## config.mk

```make
export PLATFORM = sky130hd
export DESIGN_NAME = bankers_safety_and_request
export DESIGN_NICKNAME = d
export VERILOG_FILES = /design/src/hw/rtl/bsr_pkg.sv /design/src/hw/rtl/bankers_safety_and_request.sv /design/src/hw/rtl/bsr_lane.sv
export SDC_FILE = /design/constraint.sdc
export NUM_CORES = 1
export LEC_CHECK = 0
export BUFFER_PORTS_ARGS = -buffer_cell sky130_fd_sc_hd__buf_2
export CORE_UTILIZATION = 40
export DETAILED_ROUTE_END_ITERATION = 10
export SYNTH_ARGS = -nofsm -noshare
export SYNTH_HDL_FRONTEND = slang
export SYNTH_SLANG_ARGS = --single-unit
```

## constraint.sdc

```tcl
create_clock -name i_clk -period 13.5 [get_ports i_clk]
set_input_delay 2.025 -clock i_clk [delete_from_list [all_inputs] [get_ports i_clk]]
set_output_delay 2.025 -clock i_clk [all_outputs]
set_load 0.01 [all_outputs]
```

## src/hw/rtl/bsr_pkg.sv

```systemverilog
// Package for the banker's safety and request block.
// Field widths, command and status codes, lane control types and default sizes.
// No dependencies.
`default_nettype none
package bsr_pkg;

    localparam int DEF_NUM_PROCESSES = 8;
    localparam int DEF_NUM_RESOURCES = 4;
    localparam int DEF_AMOUNT_BITS   = 8;

    localparam int CMD_W       = 3;
    localparam int PROC_W      = 3;
    localparam int AMT_W       = 8;
    localparam int NUM_AMT     = 4;
    localparam int STATUS_W    = 2;
    localparam int ORD_W       = 3;
    localparam int IN_TDATA_W  = 40;
    localparam int OUT_TDATA_W = 8;
    localparam int WORK_XTRA   = 5;

    localparam logic [CMD_W-1:0] CMD_LOAD_MAX   = 3'd0;
    localparam logic [CMD_W-1:0] CMD_LOAD_ALLOC = 3'd1;
    localparam logic [CMD_W-1:0] CMD_LOAD_AVAIL = 3'd2;
    localparam logic [CMD_W-1:0] CMD_CHECK      = 3'd3;
    localparam logic [CMD_W-1:0] CMD_REQUEST    = 3'd4;

    localparam logic [STATUS_W-1:0] ST_OK     = 2'd0;
    localparam logic [STATUS_W-1:0] ST_EXCEED = 2'd1;
    localparam logic [STATUS_W-1:0] ST_WAIT   = 2'd2;
    localparam logic [STATUS_W-1:0] ST_UNSAFE = 2'd3;

    typedef enum logic [2:0] {
        LN_NONE,
        LN_LOAD_MAX,
        LN_LOAD_ALLOC,
        LN_LOAD_AVAIL,
        LN_GRANT,
        LN_ROLLBACK,
        LN_WORK_INIT,
        LN_WORK_ADD
    } t_lane_op;

    typedef struct packed {
        t_lane_op op;
    } t_lane_ctl;

    typedef struct packed {
        logic fits;
        logic exceed;
        logic lacks;
    } t_lane_stat;

endpackage
`default_nettype wire

```

## src/hw/rtl/bankers_safety_and_request.sv

```systemverilog
// Banker's algorithm: one lane per resource, sequencer and result merge.
// A load writes its table in S_EXEC; a request is checked in S_REQ. The safety
// test scans one process per cycle in passes, at most NUM_PROCESSES passes,
// then gives one result per cycle while the output is not stalled. One item at
// a time; the next is taken in idle while the output register may still hold a
// result. Synchronous active-low reset clears the lane tables to zero.
// Depends on bsr_pkg and bsr_lane.
`default_nettype none
module bankers_safety_and_request
    import bsr_pkg::*;
#(
    parameter int NUM_PROCESSES = DEF_NUM_PROCESSES,
    parameter int NUM_RESOURCES = DEF_NUM_RESOURCES,
    parameter int AMOUNT_BITS   = DEF_AMOUNT_BITS
) (
    input  wire logic                   i_clk,
    input  wire logic                   i_rst_n,
    input  wire logic                   s_axis_tvalid,
    output logic                        s_axis_tready,
    // cmd[2:0], process[5:3], amount_0[13:6], amount_1[21:14],
    // amount_2[29:22], amount_3[37:30]
    input  wire logic [IN_TDATA_W-1:0]  s_axis_tdata,
    output logic                        m_axis_tvalid,
    input  wire logic                   m_axis_tready,
    // status[1:0], order_process[4:2]
    output logic [OUT_TDATA_W-1:0]      m_axis_tdata,
    output logic                        m_axis_tlast
);

    localparam int PW = (NUM_PROCESSES > 1) ? $clog2(NUM_PROCESSES) : 1;
    localparam int CW = $clog2(NUM_PROCESSES + 1);

    typedef enum logic [2:0] {
        S_IDLE, S_EXEC, S_REQ, S_INIT, S_SCAN, S_UNSAFE, S_EMIT
    } t_state;

    t_state                 r_state, n_state;
    logic [CMD_W-1:0]       r_cmd;
    logic [PROC_W-1:0]      r_proc;
    logic [AMT_W-1:0]       r_amt [NUM_AMT];
    logic                   r_req_mode, n_req_mode;
    logic [PW-1:0]          r_scan, n_scan;
    logic [CW-1:0]          r_count, n_count;
    logic [PW-1:0]          r_emit, n_emit;
    logic [NUM_PROCESSES-1:0] r_done, n_done;
    logic                   r_progress, n_progress;
    logic [PW-1:0]          r_seq [NUM_PROCESSES];
    logic                   r_ov;
    logic [STATUS_W-1:0]    r_status, n_status;
    logic [ORD_W-1:0]       r_ord, n_ord;
    logic                   r_last, n_last;

    logic                   w_push, w_out_free, w_accept, w_proc_ok, w_fits_all, w_take;
    logic [STATUS_W-1:0]    w_req_status;
    t_lane_ctl              w_ctl;
    logic [PW-1:0]          w_idx;
    t_lane_stat             w_stat [NUM_RESOURCES];
    logic [NUM_RESOURCES-1:0] w_fits;

    assign s_axis_tready = (r_state == S_IDLE);
    assign w_accept      = s_axis_tvalid && s_axis_tready;
    assign w_out_free    = !r_ov || m_axis_tready;
    assign w_proc_ok     = (5'(r_proc) < 5'(NUM_PROCESSES));
    assign w_idx         = (r_state == S_SCAN) ? r_scan : PW'(r_proc);

    for (genvar g = 0; g < NUM_RESOURCES; g++) begin : g_lane
        logic [AMOUNT_BITS-1:0] w_amount;
        if (g < NUM_AMT) begin : g_fld
            assign w_amount = AMOUNT_BITS'(r_amt[g]);
        end else begin : g_zero
            assign w_amount = '0;
        end
        bsr_lane #(
            .NUM_PROCESSES(NUM_PROCESSES),
            .AMOUNT_BITS  (AMOUNT_BITS)
        ) u_lane (
            .i_clk   (i_clk),
            .i_rst_n (i_rst_n),
            .i_ctl   (w_ctl),
            .i_idx   (w_idx),
            .i_amount(w_amount),
            .o_stat  (w_stat[g])
        );
        assign w_fits[g] = w_stat[g].fits;
    end

    assign w_fits_all = &w_fits;
    assign w_take     = !r_done[r_scan] && w_fits_all;

    // lowest resource with a problem decides the status
    always_comb begin
        w_req_status = ST_OK;
        for (int r = NUM_RESOURCES - 1; r >= 0; r--) begin
            if (w_stat[r].exceed) begin
                w_req_status = ST_EXCEED;
            end else if (w_stat[r].lacks) begin
                w_req_status = ST_WAIT;
            end
        end
    end

    always_comb begin
        n_state    = r_state;
        n_req_mode = r_req_mode;
        n_scan     = r_scan;
        n_count    = r_count;
        n_emit     = r_emit;
        n_done     = r_done;
        n_progress = r_progress;
        n_status   = ST_OK;
        n_ord      = '0;
        n_last     = 1'b1;
        w_push     = 1'b0;
        w_ctl.op   = LN_NONE;
        unique case (r_state)
            S_IDLE: begin
                if (w_accept) n_state = S_EXEC;
            end
            S_EXEC: begin
                unique case (r_cmd) inside
                    CMD_LOAD_MAX, CMD_LOAD_ALLOC, CMD_LOAD_AVAIL: begin
                        if (w_out_free) begin
                            w_push  = 1'b1;
                            n_state = S_IDLE;
                            if (r_cmd == CMD_LOAD_AVAIL) begin
                                w_ctl.op = LN_LOAD_AVAIL;
                            end else if (w_proc_ok) begin
                                w_ctl.op = (r_cmd == CMD_LOAD_MAX) ? LN_LOAD_MAX
                                                                   : LN_LOAD_ALLOC;
                            end
                        end
                    end
                    CMD_CHECK: begin
                        n_req_mode = 1'b0;
                        n_state    = S_INIT;
                    end
                    CMD_REQUEST: begin
                        if (w_proc_ok) begin
                            n_state = S_REQ;
                        end else if (w_out_free) begin
                            w_push   = 1'b1;
                            n_status = ST_EXCEED;
                            n_state  = S_IDLE;
                        end
                    end
                    default: n_state = S_IDLE;
                endcase
            end
            S_REQ: begin
                if (w_req_status == ST_OK) begin
                    w_ctl.op   = LN_GRANT;
                    n_req_mode = 1'b1;
                    n_state    = S_INIT;
                end else if (w_out_free) begin
                    w_push   = 1'b1;
                    n_status = w_req_status;
                    n_state  = S_IDLE;
                end
            end
            S_INIT: begin
                w_ctl.op   = LN_WORK_INIT;
                n_scan     = '0;
                n_count    = '0;
                n_done     = '0;
                n_progress = 1'b0;
                n_state    = S_SCAN;
            end
            S_SCAN: begin
                if (w_take) begin
                    w_ctl.op       = LN_WORK_ADD;
                    n_done[r_scan] = 1'b1;
                    n_count        = r_count + 1'b1;
                    n_progress     = 1'b1;
                end
                if (r_scan == PW'(NUM_PROCESSES - 1)) begin
                    n_scan     = '0;
                    n_progress = 1'b0;
                    if (&n_done) begin
                        n_emit  = '0;
                        n_state = S_EMIT;
                    end else if (!(r_progress || w_take)) begin
                        n_state = S_UNSAFE;
                    end
                end else begin
                    n_scan = r_scan + 1'b1;
                end
            end
            S_UNSAFE: begin
                if (w_out_free) begin
                    w_push   = 1'b1;
                    n_status = ST_UNSAFE;
                    n_state  = S_IDLE;
                    if (r_req_mode) w_ctl.op = LN_ROLLBACK;
                end
            end
            S_EMIT: begin
                if (w_out_free) begin
                    w_push = 1'b1;
                    n_ord  = ORD_W'(r_seq[r_emit]);
                    n_last = (r_emit == PW'(NUM_PROCESSES - 1));
                    n_emit = r_emit + 1'b1;
                    if (n_last) n_state = S_IDLE;
                end
            end
            default: n_state = S_IDLE;
        endcase
    end

    always_ff @(posedge i_clk) begin
        if (!i_rst_n) begin
            r_state    <= S_IDLE;
            r_req_mode <= 1'b0;
            r_scan     <= '0;
            r_count    <= '0;
            r_emit     <= '0;
            r_done     <= '0;
            r_progress <= 1'b0;
            r_ov       <= 1'b0;
        end else begin
            r_state    <= n_state;
            r_req_mode <= n_req_mode;
            r_scan     <= n_scan;
            r_count    <= n_count;
            r_emit     <= n_emit;
            r_done     <= n_done;
            r_progress <= n_progress;
            if (w_push) begin
                r_ov <= 1'b1;
            end else if (m_axis_tready) begin
                r_ov <= 1'b0;
            end
        end
    end

    always_ff @(posedge i_clk) begin
        if (w_accept) begin
            r_cmd  <= s_axis_tdata[CMD_W-1:0];
            r_proc <= s_axis_tdata[CMD_W +: PROC_W];
            for (int k = 0; k < NUM_AMT; k++) begin
                r_amt[k] <= s_axis_tdata[CMD_W + PROC_W + k*AMT_W +: AMT_W];
            end
        end
        if (r_state == S_SCAN && w_take) begin
            r_seq[r_count[PW-1:0]] <= r_scan;
        end
        if (w_push) begin
            r_status <= n_status;
            r_ord    <= n_ord;
            r_last   <= n_last;
        end
    end

    assign m_axis_tvalid = r_ov;
    assign m_axis_tdata  = OUT_TDATA_W'({r_ord, r_status});
    assign m_axis_tlast  = r_last;

    a_count_matches_done: assert property (@(posedge i_clk) disable iff (!i_rst_n)
        r_state == S_SCAN |-> $countones(r_done) == int'(r_count))
        else $error("finished count and done bits disagree");

    a_grant_from_req: assert property (@(posedge i_clk) disable iff (!i_rst_n)
        w_ctl.op == LN_GRANT |-> r_state == S_REQ && w_req_status == ST_OK)
        else $error("grant outside request check");

    a_emit_ends_idle: assert property (@(posedge i_clk) disable iff (!i_rst_n)
        r_state == S_EMIT && w_push && n_last |=> r_state == S_IDLE)
        else $error("sequence end did not return to idle");

    a_rollback_only_request: assert property (@(posedge i_clk) disable iff (!i_rst_n)
        w_ctl.op == LN_ROLLBACK |-> r_req_mode && r_state == S_UNSAFE)
        else $error("rollback without a granted request");

endmodule
`default_nettype wire

```

## src/hw/rtl/bsr_lane.sv

```systemverilog
// One resource lane: claim, allocation column, available count and work value.
// Uses bsr_pkg.
`default_nettype none
module bsr_lane
    import bsr_pkg::*;
#(
    parameter int NUM_PROCESSES = DEF_NUM_PROCESSES,
    parameter int AMOUNT_BITS   = DEF_AMOUNT_BITS,
    localparam int PW = (NUM_PROCESSES > 1) ? $clog2(NUM_PROCESSES) : 1,
    localparam int WW = AMOUNT_BITS + WORK_XTRA
) (
    input  wire logic                   i_clk,
    input  wire logic                   i_rst_n,
    input  wire t_lane_ctl              i_ctl,
    input  wire logic [PW-1:0]          i_idx,
    input  wire logic [AMOUNT_BITS-1:0] i_amount,
    output t_lane_stat                  o_stat
);

    logic [AMOUNT_BITS-1:0] r_max   [NUM_PROCESSES];
    logic [AMOUNT_BITS-1:0] r_alloc [NUM_PROCESSES];
    logic [AMOUNT_BITS-1:0] r_avail;
    logic [WW-1:0]          r_work;

    logic [AMOUNT_BITS-1:0] w_max, w_alloc;
    logic signed [AMOUNT_BITS:0] w_need;

    assign w_max   = r_max[i_idx];
    assign w_alloc = r_alloc[i_idx];
    assign w_need  = $signed({1'b0, w_max}) - $signed({1'b0, w_alloc});

    always_comb begin
        o_stat.fits   = $signed({{WORK_XTRA{w_need[AMOUNT_BITS]}}, w_need})
                        <= $signed({1'b0, r_work});
        o_stat.exceed = $signed({1'b0, i_amount}) > w_need;
        o_stat.lacks  = i_amount > r_avail;
    end

    always_ff @(posedge i_clk) begin
        if (!i_rst_n) begin
            for (int p = 0; p < NUM_PROCESSES; p++) begin
                r_max[p]   <= '0;
                r_alloc[p] <= '0;
            end
            r_avail <= '0;
            r_work  <= '0;
        end else begin
            case (i_ctl.op)
                LN_LOAD_MAX:   r_max[i_idx] <= i_amount;
                LN_LOAD_ALLOC: r_alloc[i_idx] <= i_amount;
                LN_LOAD_AVAIL: r_avail <= i_amount;
                LN_GRANT: begin
                    r_avail        <= r_avail - i_amount;
                    r_alloc[i_idx] <= w_alloc + i_amount;
                end
                LN_ROLLBACK: begin
                    r_avail        <= r_avail + i_amount;
                    r_alloc[i_idx] <= w_alloc - i_amount;
                end
                LN_WORK_INIT: r_work <= WW'(r_avail);
                LN_WORK_ADD:  r_work <= r_work + WW'(w_alloc);
                default: ;
            endcase
        end
    end

endmodule
`default_nettype wire

```

==> out/summary.md <==
- **DRC violation total after the first TritonRoute iteration** 2933
- **startpoint types** flop
- **CTS HTree Levels** 3
- **horizontal die dimension** 311 microns
- **final cycle utilization of the critical path** 77.9%
- **RSZ-0062 raised after global routing** no
- **number of inserted filler cells in the final layout** 8825
- **cells taking the most area after synthesis** sky130_fd_sc_hd__edfxtp_1 46%, sky130_fd_sc_hd__ha_1 8.8%, sky130_fd_sc_hd__dfxtp_1 5.6%
- **count of flip-flops with a built-in enable after synthesis** 580
- **post-synthesis sequential area ratio** 51.2%
- **f_max** 95.0 MHz
- **cell count after synthesis** 3660
- **top-area cell type share of the netlist area** 45.6%
- **Setup-failing EPs final** 0
- **Chip Height** 311 microns
- **outcome** finished, final reports clean
- **number of iterations in the first detailed-routing pass** 6
- **number of hold violations in the final report** 0
- **highest-count cells in the layout ignoring fill and taps** 580 x sky130_fd_sc_hd__edfxtp_1, 432 x sky130_fd_sc_hd__nor2_1, 334 x sky130_fd_sc_hd__nor3_1
- **number of buffers inserted for hold repair after clock tree synthesis** 0
- **final cell count without fillers** 4978
- **maximum number of pins on one net before global-route repair** 112
- **Setup CP Type** reg2reg
- **Yosys reg bits** 687
- **wire per inst** 24.7 microns
- **Final Skew** 0.0276 ns
- **nets@finish** 3996
- **final count of pins violating max slew** 0
- **count of inserted antenna diode cells** 0
- **number of instances resized during post-cts repair** 0
- **sum of net half-perimeters after detailed placement** 77600 microns
- **class of the tightest hold or removal check** reg2reg
- **CP Data Arrival Time** 10.86 ns
- **IO buf count** 49
- **total power per unit cell area** 220 nW/um^2
- **clk slew on worst S/H paths** 0.06 ns
- **global-route wire length before repair** 183000 microns
- **ratio of routed vias to standard cells** 5.96
- **CTS tree** yes
- **Worst Setup Slack, final** 2.98 ns
- **Post-Syn Area per Cell** 10.4 sq um
- **Final Critical Period** 10.52 ns
- **biggest fanout along the worst timing path** 111
- **setup fix buffers added after clock tree synthesis** 0
- **FF/Latch Area** 19600 sq um
- **total core area** 93900 sq um
- **Starting Density** 40.7%
- **all-layer global routing usage** 25.1%
- **most common library cell in the layout ignoring fill and taps** sky130_fd_sc_hd__edfxtp_1
- **buffer cell driving the clock tree root** sky130_fd_sc_hd__clkbuf_16
- **most used cell, CP** sky130_fd_sc_hd__buf_4
- **cell type with the highest aggregate area in the netlist** sky130_fd_sc_hd__edfxtp_1
- **largest stage delay on the critical path** 0.93 ns
- **last weighted congestion value of the routability-driven placer** 0.899
- **share of flip-flops with an asynchronous set or reset** 0%
- **count of placed standard cells including taps** 4833
- **Tightest Pin Transition** 1.21 ns
- **post-synth design cell area** 38200 sq um
- **number of remaining DRC errors** 0
- **number of ports placed on the die boundary** 55
- **Num CTS Buffers** 78
- **layout overhead on the synthesized area** 11.7%
- **antenna viol nets, final** 0
- **total grt overflow** 0
- **Yosys warning total** 0
- **type of element capturing the critical path** flop
- **die area** 96700 sq um
- **maximum number of buffers from clock root to sink** 3
- **slowest library cell on the worst path** sky130_fd_sc_hd__buf_4
- **number of standard-cell rows in the floorplan** 112
- **number of max-capacitance violations reported** 0
- **Leakage Power** 16.0 nW
- **via count of the first global-routing pass** 28837
- **Worst IR Drop VDD** 0.0986 mV
- **slew margin rel.** 19.1%
- **count of cell types in the netlist** 94
- **number of antenna violations at the first check in global routing** 0
- **required arrival time at the worst endpoint** 13.84 ns
- **number of clock sinks** 687
- **prevailing post-synth register cell** sky130_fd_sc_hd__edfxtp_1
- **final wirelength** 123000 microns
- **clock latency on the worst-skew pair** 0.65 ns
- **via count of the routed design** 29652
- **Fin Setup TNS** 0 ns
- **fraction of final layout cells sized beyond drive strength 1** 10.0%
- **area occupied by multi-input gates** 17200 sq um
- **post-placement setup slack** 3.33 ns
## per-stage QoR
| stage | power, mW | utilization, % | hold WS [ns] | area, sq um |
|---|---|---|---|---|
| after floorplan | 5.76 | - | 0.448 | 38200 |
| after global placement | 7.13 | 42.6 | 0.457 | 40000 |
| after detailed placement | 7.16 | 42.6 | 0.467 | 40000 |
| after CTS | 9.37 | 45.4 | 0.478 | 42600 |
| after global routing | 9.99 | 45.4 | 0.491 | 42600 |
| final | 9.39 | 45.4 | 0.471 | 42600 |
## cells in the mapped netlist (41+ instances only)
cell type and n:
sky130_fd_sc_hd__nor3_1 334, sky130_fd_sc_hd__edfxtp_1 580, sky130_fd_sc_hd__o21ai_0 122, sky130_fd_sc_hd__nor2_1 432
sky130_fd_sc_hd__a21oi_1 174, sky130_fd_sc_hd__o21bai_1 41, sky130_fd_sc_hd__clkbuf_1 141, sky130_fd_sc_hd__inv_1 193
sky130_fd_sc_hd__dfxtp_1 107, sky130_fd_sc_hd__buf_2 49, sky130_fd_sc_hd__nand2_1 217, sky130_fd_sc_hd__o22ai_1 171
sky130_fd_sc_hd__xor2_1 41, sky130_fd_sc_hd__xnor2_1 58, sky130_fd_sc_hd__a21o_1 54, sky130_fd_sc_hd__ha_1 269
## state kept, by name (all words and copies together) (netlist names), 2 cells and up
name / count
g_lane.u_lane.r_alloc: 256
g_lane.u_lane.r_avail: 32
g_lane.u_lane.r_max: 256
g_lane.u_lane.r_work: 52
r_amt: 32
r_cmd: 3
r_count: 3
r_done: 8
r_emit: 3
r_ord: 3
r_proc: 3
r_scan: 3
r_seq: 24
r_state: 3
r_status: 2
## metal layers
| metal | global-route usage (%) | vias up | part of all wire (%) |
|---|---|---|---|
| met5 | 0 | - | 0 |
| met4 | 10.0 | 0 | 4.3 |
| met3 | 3.83 | 250 | 7.8 |
| met2 | 40.7 | 1250 | 46 |
| met1 | 33.6 | 14569 | 42 |
| li1 | - | 13583 | - |
## path summary, 6_finish.rpt
path	from	end	slack (ns)	cells past startpoint
worst max register to register	r_state[0]	g_lane[2].u_lane.r_max[1][5]	2.98	29
worst min register to register	g_lane[0].u_lane.r_work[11]	g_lane[0].u_lane.r_work[11]	0.47	2
worst max-delay path	r_state[0]	g_lane[2].u_lane.r_max[1][5]	2.98	29
worst min-delay path	g_lane[0].u_lane.r_work[11]	g_lane[0].u_lane.r_work[11]	0.47	2
## area by class of cell
cell class | instances | share of cell area [%]
clock buffers | 101 | 5.05
clock inverters | 44 | 1.10
inverters | 223 | 1.96
multi-input cells | 2535 | 40.2
flip-flops and latches | 687 | 45.9
well taps | 1254 | 3.68
repair buffers | 134 | 2.11
## critical path: cells and delay by family (launching register included)
family                   cells  cell delay [ns]
multiplexers                 1             0.36
flip-flops                   1             0.40
XOR/XNOR                     1             0.23
buffers and inverters        7             2.54
AND/OR/NAND/NOR              8             2.67
AO/OA/AOI/OAI                8             2.48
adder cells (fa/ha/maj)      4             1.24
## cells by family (layout without fill, tap and decap cells)
family	Yosys count	in the layout	synth area share, %
and+or+nand+nor	1186	1186	14.2
AOI/OAI and AO/OA	912	912	16.3
DFF	687	687	51.2
buffers and inverters	440	502	4.58
adders and majority gates	293	293	10.1
xor gates and xnor gates	100	100	2.31
muxes	41	41	1.30
other	1	3	0.00982
## power breakdown
group          switching, mW  internal (mW)  total, mW
Combinational           2.92           1.72       4.65
Sequential             0.113           2.44       2.55
Clock                  0.905           1.29       2.19
Total                   3.94           5.45       9.39
Power figures use the tool's default switching activity.
